[config.mk]
export PLATFORM = sky130hd
export DESIGN_NAME = hms_clock_12_24_with_button_adjust
export DESIGN_NICKNAME = d
export VERILOG_FILES = /design/src/hdl/hmsclk_pkg.sv /design/src/hdl/hms_clock_12_24_with_button_adjust.sv /design/src/hdl/hmsclk_debounce.sv /design/src/hdl/hmsclk_core.sv
export SDC_FILE = /design/constraint.sdc
export NUM_CORES = 1
export LEC_CHECK = 0
export ABC_CLOCK_PERIOD_IN_PS = 9100
export BUFFER_PORTS_ARGS = -buffer_cell sky130_fd_sc_hd__buf_2
export CELL_PAD_IN_SITES_DETAIL_PLACEMENT = 1
export CELL_PAD_IN_SITES_GLOBAL_PLACEMENT = 2
export CORE_AREA = 10 10 95 159
export DETAILED_ROUTE_END_ITERATION = 16
export DIE_AREA = 0 0 105 169
export GPL_TIMING_DRIVEN = 0
export PLACE_DENSITY = 0.8
export SYNTH_ARGS = -nofsm -noshare
export SYNTH_HDL_FRONTEND = slang
export SYNTH_SLANG_ARGS = --single-unit
export TNS_END_PERCENT = 100
[constraint.sdc]
create_clock -name clock -period 9.1 [get_ports clock]
set_clock_uncertainty 0.15 [all_clocks]
set_input_delay 1.82 -clock clock [delete_from_list [all_inputs] [get_ports clock]]
set_output_delay 1.82 -clock clock [all_outputs]
set_load 0.05 [all_outputs]
[src/hdl/hmsclk_pkg.sv]
`timescale 1ns / 1ps
// ----------------------------------------------------------------------------
// hmsclk_pkg: shared types, codes and time helpers
// Request and result structs, register indexes, reset values and the
// minute carry and 12/24 conversion used by the clock core.
// ----------------------------------------------------------------------------
package hmsclk_pkg;

   // request kinds
   localparam logic OP_TIMEBASE = 1'b0;
   localparam logic OP_SCAN     = 1'b1;

   // configuration register indexes
   localparam logic CSR_TICKS_PER_SECOND = 1'b0;
   localparam logic CSR_DEBOUNCE_SCANS   = 1'b1;

   localparam logic [7:0] TICKS_PER_SECOND_RESET = 8'd8;
   localparam logic [7:0] DEBOUNCE_SCANS_RESET   = 8'd10;

   localparam logic [4:0] HOUR_RESET   = 5'd15;
   localparam logic [5:0] MINUTE_RESET = 6'd58;
   localparam logic [5:0] SECOND_RESET = 6'd57;

   localparam logic [5:0] LAST_MINUTE  = 6'd59;
   localparam logic [5:0] LAST_SECOND  = 6'd59;
   localparam logic [4:0] WRAP_HOUR_12 = 5'd12;
   localparam logic [4:0] WRAP_HOUR_24 = 5'd23;
   localparam logic [5:0] HALF_DAY     = 6'd12;
   localparam logic [5:0] FULL_DAY     = 6'd24;

   typedef struct packed {
      logic opcode;
      logic minute_button_level;
      logic mode_button_level;
   } req_type;

   typedef struct packed {
      logic [4:0] hours;
      logic [5:0] minutes;
      logic [5:0] seconds;
      logic       pm_flag;
      logic       twelve_hour_mode;
      logic       led_level;
      logic       buzzer_level;
      logic       second_advanced;
   } rsp_type;

   typedef struct packed {
      logic [4:0] hours;
      logic [5:0] minutes;
      logic [5:0] seconds;
      logic       pm;
   } time_type;

   // add one minute, carry into the hour and flip pm on the hour wrap
   function automatic time_type add_minute(time_type t, logic twelve);
      time_type   r;
      logic [4:0] wrap_hour;
      r = t;
      wrap_hour = twelve ? WRAP_HOUR_12 : WRAP_HOUR_24;
      if (t.minutes >= LAST_MINUTE) begin
         r.minutes = 6'd0;
         if (t.hours >= wrap_hour) begin
            r.hours = 5'd0;
            r.pm    = ~t.pm;
         end else begin
            r.hours = t.hours + 5'd1;
         end
      end else begin
         r.minutes = t.minutes + 6'd1;
      end
      return r;
   endfunction

   // convert the hour when the display mode flips away from 'twelve'
   function automatic logic [4:0] convert_hour(logic [4:0] hours, logic pm, logic twelve);
      logic [5:0] h;
      h = {1'b0, hours};
      if (!twelve) begin
         if (h > HALF_DAY) h = h - HALF_DAY;
      end else begin
         if (pm) h = h + HALF_DAY;
         if (h >= FULL_DAY) h = h - FULL_DAY;
      end
      return h[4:0];
   endfunction

endpackage

[src/hdl/hms_clock_12_24_with_button_adjust.sv]
`timescale 1ns / 1ps
// ----------------------------------------------------------------------------
// hms_clock_12_24_with_button_adjust: hh:mm:ss clock with 12/24 mode
// Request channel (req_*): each request is a timebase tick or a button scan
// carrying the raw levels of the minute and mode buttons (0 = pressed).
// Result channel (rsp_*): one result per request with the time, pm flag,
// display mode, LED, buzzer and a flag for a second advance.
// Configuration (csr_*): index 0 ticks per second, index 1 debounce scans;
// always ready, write only while no request is in flight.
// An accepted request is held in the request register, worked out from it and
// moved into the result register, which drives rsp_valid, once that is free.
// Throughput: one request per cycle while req_stall is low; the step is a
// single pass of compares and increments between the request register and
// the result register. A held result does not block the request register:
// a new request is taken while the result waits, and req_stall rises only
// when both are full and rsp_stall is high.
// Reset: synchronous; time returns to 15:58:57 pm in 24-hour mode, counters,
// LED and buzzer clear, registers return to 8 and 10, both stages empty.
// ----------------------------------------------------------------------------
module hms_clock_12_24_with_button_adjust (
   input  logic                clock,
   input  logic                reset,
   input  logic                req_valid,
   output logic                req_stall,
   input  hmsclk_pkg::req_type req_data,
   output logic                rsp_valid,
   input  logic                rsp_stall,
   output hmsclk_pkg::rsp_type rsp_data,
   input  logic                csr_valid,
   output logic                csr_ready,
   input  logic                csr_index,
   input  logic [7:0]          csr_data
);

   // request register
   logic                in_valid_ff, in_valid_in;
   hmsclk_pkg::req_type in_data_ff;

   // result register
   logic                rsp_valid_ff, rsp_valid_in;
   hmsclk_pkg::rsp_type rsp_data_ff;
   hmsclk_pkg::rsp_type step_result;

   // configuration
   logic [7:0] ticks_ff, ticks_in;
   logic [7:0] debounce_ff, debounce_in;

   logic fire;
   logic req_take;
   logic scan_fire;
   logic minute_press;
   logic mode_press;

   // move the held request into the result register when that slot frees
   assign fire      = in_valid_ff && (!rsp_valid_ff || !rsp_stall);
   assign req_stall = in_valid_ff && rsp_valid_ff && rsp_stall;
   assign req_take  = req_valid && !req_stall;
   assign scan_fire = fire && (in_data_ff.opcode == hmsclk_pkg::OP_SCAN);

   assign csr_ready = 1'b1;
   assign rsp_valid = rsp_valid_ff;
   assign rsp_data  = rsp_data_ff;

   always_comb begin
      in_valid_in = in_valid_ff;
      if (req_take) in_valid_in = 1'b1;
      else if (fire) in_valid_in = 1'b0;

      rsp_valid_in = rsp_valid_ff;
      if (fire) rsp_valid_in = 1'b1;
      else if (!rsp_stall) rsp_valid_in = 1'b0;

      ticks_in    = ticks_ff;
      debounce_in = debounce_ff;
      if (csr_valid && csr_ready) begin
         case (csr_index)
            hmsclk_pkg::CSR_TICKS_PER_SECOND: ticks_in    = csr_data;
            hmsclk_pkg::CSR_DEBOUNCE_SCANS:   debounce_in = csr_data;
            default: ;
         endcase
      end
   end

   // one rest counter per button
   hmsclk_debounce u_minute_debounce (
      .clock          (clock),
      .reset          (reset),
      .scan           (scan_fire),
      .level          (in_data_ff.minute_button_level),
      .debounce_scans (debounce_ff),
      .press          (minute_press)
   );

   hmsclk_debounce u_mode_debounce (
      .clock          (clock),
      .reset          (reset),
      .scan           (scan_fire),
      .level          (in_data_ff.mode_button_level),
      .debounce_scans (debounce_ff),
      .press          (mode_press)
   );

   hmsclk_core u_core (
      .clock            (clock),
      .reset            (reset),
      .fire             (fire),
      .item             (in_data_ff),
      .minute_press     (minute_press),
      .mode_press       (mode_press),
      .ticks_per_second (ticks_ff),
      .result           (step_result)
   );

   always_ff @(posedge clock) begin
      if (reset) begin
         in_valid_ff  <= 1'b0;
         rsp_valid_ff <= 1'b0;
         ticks_ff     <= hmsclk_pkg::TICKS_PER_SECOND_RESET;
         debounce_ff  <= hmsclk_pkg::DEBOUNCE_SCANS_RESET;
      end else begin
         in_valid_ff  <= in_valid_in;
         rsp_valid_ff <= rsp_valid_in;
         ticks_ff     <= ticks_in;
         debounce_ff  <= debounce_in;
      end
   end

   // payload: hold while stalled, load on a take
   always_ff @(posedge clock) begin
      if (req_take) in_data_ff <= req_data;
      if (fire) rsp_data_ff <= step_result;
   end

endmodule

[src/hdl/hmsclk_debounce.sv]
`timescale 1ns / 1ps
// ----------------------------------------------------------------------------
// hmsclk_debounce: button rest counter
// Counts scans with the button released, up to the configured limit, and
// flags a press on a pressed scan once the button has rested long enough.
// ----------------------------------------------------------------------------
module hmsclk_debounce (
   input  logic       clock,
   input  logic       reset,
   input  logic       scan,
   input  logic       level,
   input  logic [7:0] debounce_scans,
   output logic       press
);

   logic [7:0] rest_ff;
   logic [7:0] rest_in;

   always_comb begin
      rest_in = rest_ff;
      press   = 1'b0;
      if (scan) begin
         if (level) begin
            if (rest_ff < debounce_scans) rest_in = rest_ff + 8'd1;
         end else begin
            press   = (rest_ff >= debounce_scans);
            rest_in = 8'd0;
         end
      end
   end

   always_ff @(posedge clock) begin
      if (reset) begin
         rest_ff <= 8'd0;
      end else begin
         rest_ff <= rest_in;
      end
   end

endmodule

[src/hdl/hmsclk_core.sv]
`timescale 1ns / 1ps
// ----------------------------------------------------------------------------
// hmsclk_core: time keeping state and step logic
// Holds the time, mode, LED, buzzer and prescale state and works out the
// state after one request in a single pass.
// ----------------------------------------------------------------------------
module hmsclk_core (
   input  logic                clock,
   input  logic                reset,
   input  logic                fire,
   input  hmsclk_pkg::req_type item,
   input  logic                minute_press,
   input  logic                mode_press,
   input  logic [7:0]          ticks_per_second,
   output hmsclk_pkg::rsp_type result
);

   hmsclk_pkg::time_type time_ff, time_in;
   logic       twelve_ff, twelve_in;
   logic       led_ff, led_in;
   logic       buzzer_ff, buzzer_in;
   logic [7:0] prescale_ff, prescale_in;
   logic       advanced;

   hmsclk_pkg::time_type t_sec;
   hmsclk_pkg::time_type t_min;

   always_comb begin
      time_in     = time_ff;
      twelve_in   = twelve_ff;
      led_in      = led_ff;
      buzzer_in   = buzzer_ff;
      prescale_in = prescale_ff;
      advanced    = 1'b0;

      // second advance with carry into the minute
      t_sec = time_ff;
      if (time_ff.seconds >= hmsclk_pkg::LAST_SECOND) begin
         t_sec.seconds = 6'd0;
         t_sec = hmsclk_pkg::add_minute(t_sec, twelve_ff);
      end else begin
         t_sec.seconds = time_ff.seconds + 6'd1;
      end

      // minute button acts before the mode button
      t_min = minute_press ? hmsclk_pkg::add_minute(time_ff, twelve_ff) : time_ff;

      if (item.opcode == hmsclk_pkg::OP_TIMEBASE) begin
         if (prescale_ff >= ticks_per_second) begin
            led_in      = ~led_ff;
            prescale_in = 8'd1;
            time_in     = t_sec;
            advanced    = 1'b1;
         end else begin
            prescale_in = prescale_ff + 8'd1;
         end
      end else begin
         time_in   = t_min;
         buzzer_in = buzzer_ff ^ minute_press ^ mode_press;
         if (mode_press) begin
            time_in.hours = hmsclk_pkg::convert_hour(t_min.hours, t_min.pm, twelve_ff);
            twelve_in     = ~twelve_ff;
         end
      end

      result.hours            = time_in.hours;
      result.minutes          = time_in.minutes;
      result.seconds          = time_in.seconds;
      result.pm_flag          = time_in.pm;
      result.twelve_hour_mode = twelve_in;
      result.led_level        = led_in;
      result.buzzer_level     = buzzer_in;
      result.second_advanced  = advanced;
   end

   always_ff @(posedge clock) begin
      if (reset) begin
         time_ff.hours   <= hmsclk_pkg::HOUR_RESET;
         time_ff.minutes <= hmsclk_pkg::MINUTE_RESET;
         time_ff.seconds <= hmsclk_pkg::SECOND_RESET;
         time_ff.pm      <= 1'b1;
         twelve_ff       <= 1'b0;
         led_ff          <= 1'b0;
         buzzer_ff       <= 1'b0;
         prescale_ff     <= 8'd0;
      end else if (fire) begin
         time_ff     <= time_in;
         twelve_ff   <= twelve_in;
         led_ff      <= led_in;
         buzzer_ff   <= buzzer_in;
         prescale_ff <= prescale_in;
      end
   end

endmodule

==> flow_summary.json <==
{
  "utilization_pct": 44.8,
  "power.density_mw_per_mm2": 164,
  "synth_top_cell_area_share_pct": 26.1,
  "drt_first_pass_iters": 4,
  "finalSetupViolations": 0,
  "grt_busiest_layer": "met2",
  "initial_utilization_pct": 38.9,
  "cts_sinks": 88,
  "reg2reg_setup_slack_ns": 5.24,
  "drive_gt1_share_pct": 15.3,
  "yosysMostFrequentCell": "nand2_1",
  "io_pins": 42,
  "area_growth_pct": 15.2,
  "htreeDepth": 3,
  "ctsHoldBuffers": 0,
  "grt_use_met2_pct": 30.1,
  "ff2ff_path_depth": 11,
  "grt_overflow": 0,
  "use_met1_pct": 15.2,
  "dr_total_vias": 4069,
  "rsz0062_at_grt": "false",
  "die_area_mm2": 0.0177,
  "synth.area.top_cells": "dfxtp_1 (26%), edfxtp_1 (16%), ha_1 (8.8%), nand2_1 (5.0%), a21oi_1 (3.6%)",
  "finalNetCount": 636,
  "ys_async_sr_fraction_pct": 0,
  "crit_required_ns": 7.13,
  "cp_max_fo": 3,
  "ant_nets": 0,
  "power_uw": 915,
  "synthCells": 534,
  "clockRootBuffer": "clkbuf_16",
  "synthTopCellsByCount": "nand2_1 (65), dfxtp_1 (63), nor2_1 (46)",
  "place.gp.congestion": 0.859,
  "critical_path_class": "input port to primary output",
  "cts_resized": 0,
  "avgViaCountPerCell": 5.37,
  "hold_violations": 0,
  "yosys_warnings": 0,
  "ir_drop_mv": 0.0909,
  "seq_area_frac_synth_pct": 41.6,
  "clk_path_buf_depth": 2,
  "avgSynthCellArea_um2": 9.06,
  "start_kind": "input port",
  "rr_endpoint": "rsp_data[21]",
  "chipHeight_um": 169,
  "worstPathCellList": "buf_2, and3_1, buf_2",
  "met3_usage_pct": 2.59,
  "gr-usage-all-layers_pct": 15.3,
  "maxCapViolations": 0,
  "antennaDiodeCount": 0,
  "syn_nets": 585,
  "wirelength_um": 13200,
  "cts_tree": "yes",
  "cts_made_buffers": 9,
  "synth_flop_cell": "dfxtp_1",
  "rows": 54,
  "worstSkewPairLatency_ns": 0.34,
  "slew_viol_final": 0,
  "layout_min_cycle_time_ns": 4.37,
  "cts_setup_buffers": 0,
  "slowest_delay_ns": 0.28,
  "port_buffers": 40,
  "holdCritPathClass": "flip-flop to flip-flop",
  "grt_first_pass_wirelength_um": 22000,
  "timing.fmax_mhz": 229,
  "postPlaceCellArea_mm2": 0.00525,
  "worstPathArrival_ns": 2.40,
  "synth.distinct_cells": 78,
  "grt_pass1_vias": 4437,
  "synth_top_cell_by_area": "dfxtp_1",
  "worstSetupEndpointType": "primary output",
  "place_hpwl_um": 10200,
  "fill_cells": 1507,
  "status": "finished, final reports clean",
  "netlist_area_mm2": 0.00484,
  "r2r-start": "u_core.twelve_ff",
  "whs_endpoint": "debounce_ff[6]",
  "wl_per_cell_um": 17.4,
  "crit_path_frequent_cell": "buf_2",
  "slowest_stage": "buf_2",
  "maxSlewHeadroom_pct": 20.2,
  "die_x_um": 105,
  "grt_max_degree": 32,
  "tns_ns": 0,
  "synth_edf_count": 25,
  "drc": 0,
  "fin_crit_sh_pct": 48.1,
  "antenna_found_initial": 0,
  "holdPathStages": 2,
  "finalInstanceArea_mm2": 0.00557,
  "drt_first_iter_violations": 138,
  "power.leakage_nw": 2.20,
  "synth_seq_cells": 88,
  "worst-slew-pin-transition_ns": 1.19,
  "clk_transition_reported_paths_ns": 0.07,
  "min_from": "debounce_ff[6]",
  "core_area_mm2": 0.0124
}
==> metal layers <==
metal	vias up	wire (um)
li1	2007	-
met1	1993	5110
met2	50	7410
met3	19	297
met4	0	334
met5	-	0
==> logic make-up (layout without fill, tap and decap cells) <==
group	count (synthesis)	in the layout	synth area share (%)
flops	88	88	41.6
buf+inv	49	105	4.60
simple gates	193	193	19.3
other cells	1	1	0.0775
mux	4	4	0.854
fa+ha+maj	35	35	9.00
xor+xnor	30	30	5.43
compound gates	134	134	19.1
==> flip-flops by register name, indices dropped and copies added (netlist names) <==
signal,cells
u_core.twelve_ff,1
u_minute_debounce.rest_ff,8
in_data_ff,3
u_core.prescale_ff,8
u_core.led_ff,1
in_valid_ff,1
u_mode_debounce.rest_ff,8
u_core.buzzer_ff,1
u_core.time_ff,18
ticks_ff,8
rsp_valid,1
rsp_data,22
debounce_ff,8
==> critical path, delay by kind of cell <==
kind,cells,cell delay [ns]
buffers and inverters,2,0.39
AND/OR/NAND/NOR,1,0.20
==> area by class of cell <==
class / count / area, um^2 / share of cell area [%]
multi-input combinational: 397 / 2600 / 46.7
sequential: 88 / 2010 / 36.1
clock buffer: 11 / 264 / 4.74
tap: 168 / 210 / 3.77
timing repair buffer: 40 / 200 / 3.59
inverter: 32 / 123 / 2.20
buffer: 17 / 100 / 1.80
clock inverter: 5 / 58.8 / 1.06
==> worst max-delay path by stage <==
stage	cells past startpoint	endpoint	slack (ns)	from
floorplan	1	req_stall	4.83	rsp_stall
global placement	9	rsp_data[20]	4.40	rsp_stall
detailed placement	9	rsp_data[20]	4.36	rsp_stall
CTS	9	rsp_data[20]	4.71	rsp_stall
global route	9	rsp_data[20]	4.51	rsp_stall
finish	3	req_stall	4.73	rsp_stall
==> power by group <==
group          switching (mW)  total [mW]  internal, mW
combinational          0.0649      0.0957        0.0308
sequential            0.00857       0.423         0.414
clock                   0.159       0.397         0.238
total                   0.232       0.915         0.683
==> cells in the final DEF, fill, tap and decap left out, types with 8 or more instances in the layout <==
master,instances
ha_1,34
o21ai_0,27
clkbuf_1,8
edfxtp_1,25
clkbuf_16,10
xnor2_1,13
nand3_1,22
o21a_1,8
buf_2,42
nand4_1,8
dfxtp_1,63
nand2_1,65
inv_1,30
xor2_1,17
nor2_1,46
a21oi_1,35
==> stage by stage <==
stage                     hold slack [ns]  setup slack (ns)  std cells
after floorplan                     0.286              4.83        534
after global placement              0.298              4.40        742
after CTS                           0.311              4.71        758
after detailed placement            0.302              4.36        742
after global routing                0.328              4.51        758
final                               0.307              4.73        758
(Power assumes the default switching activity.)
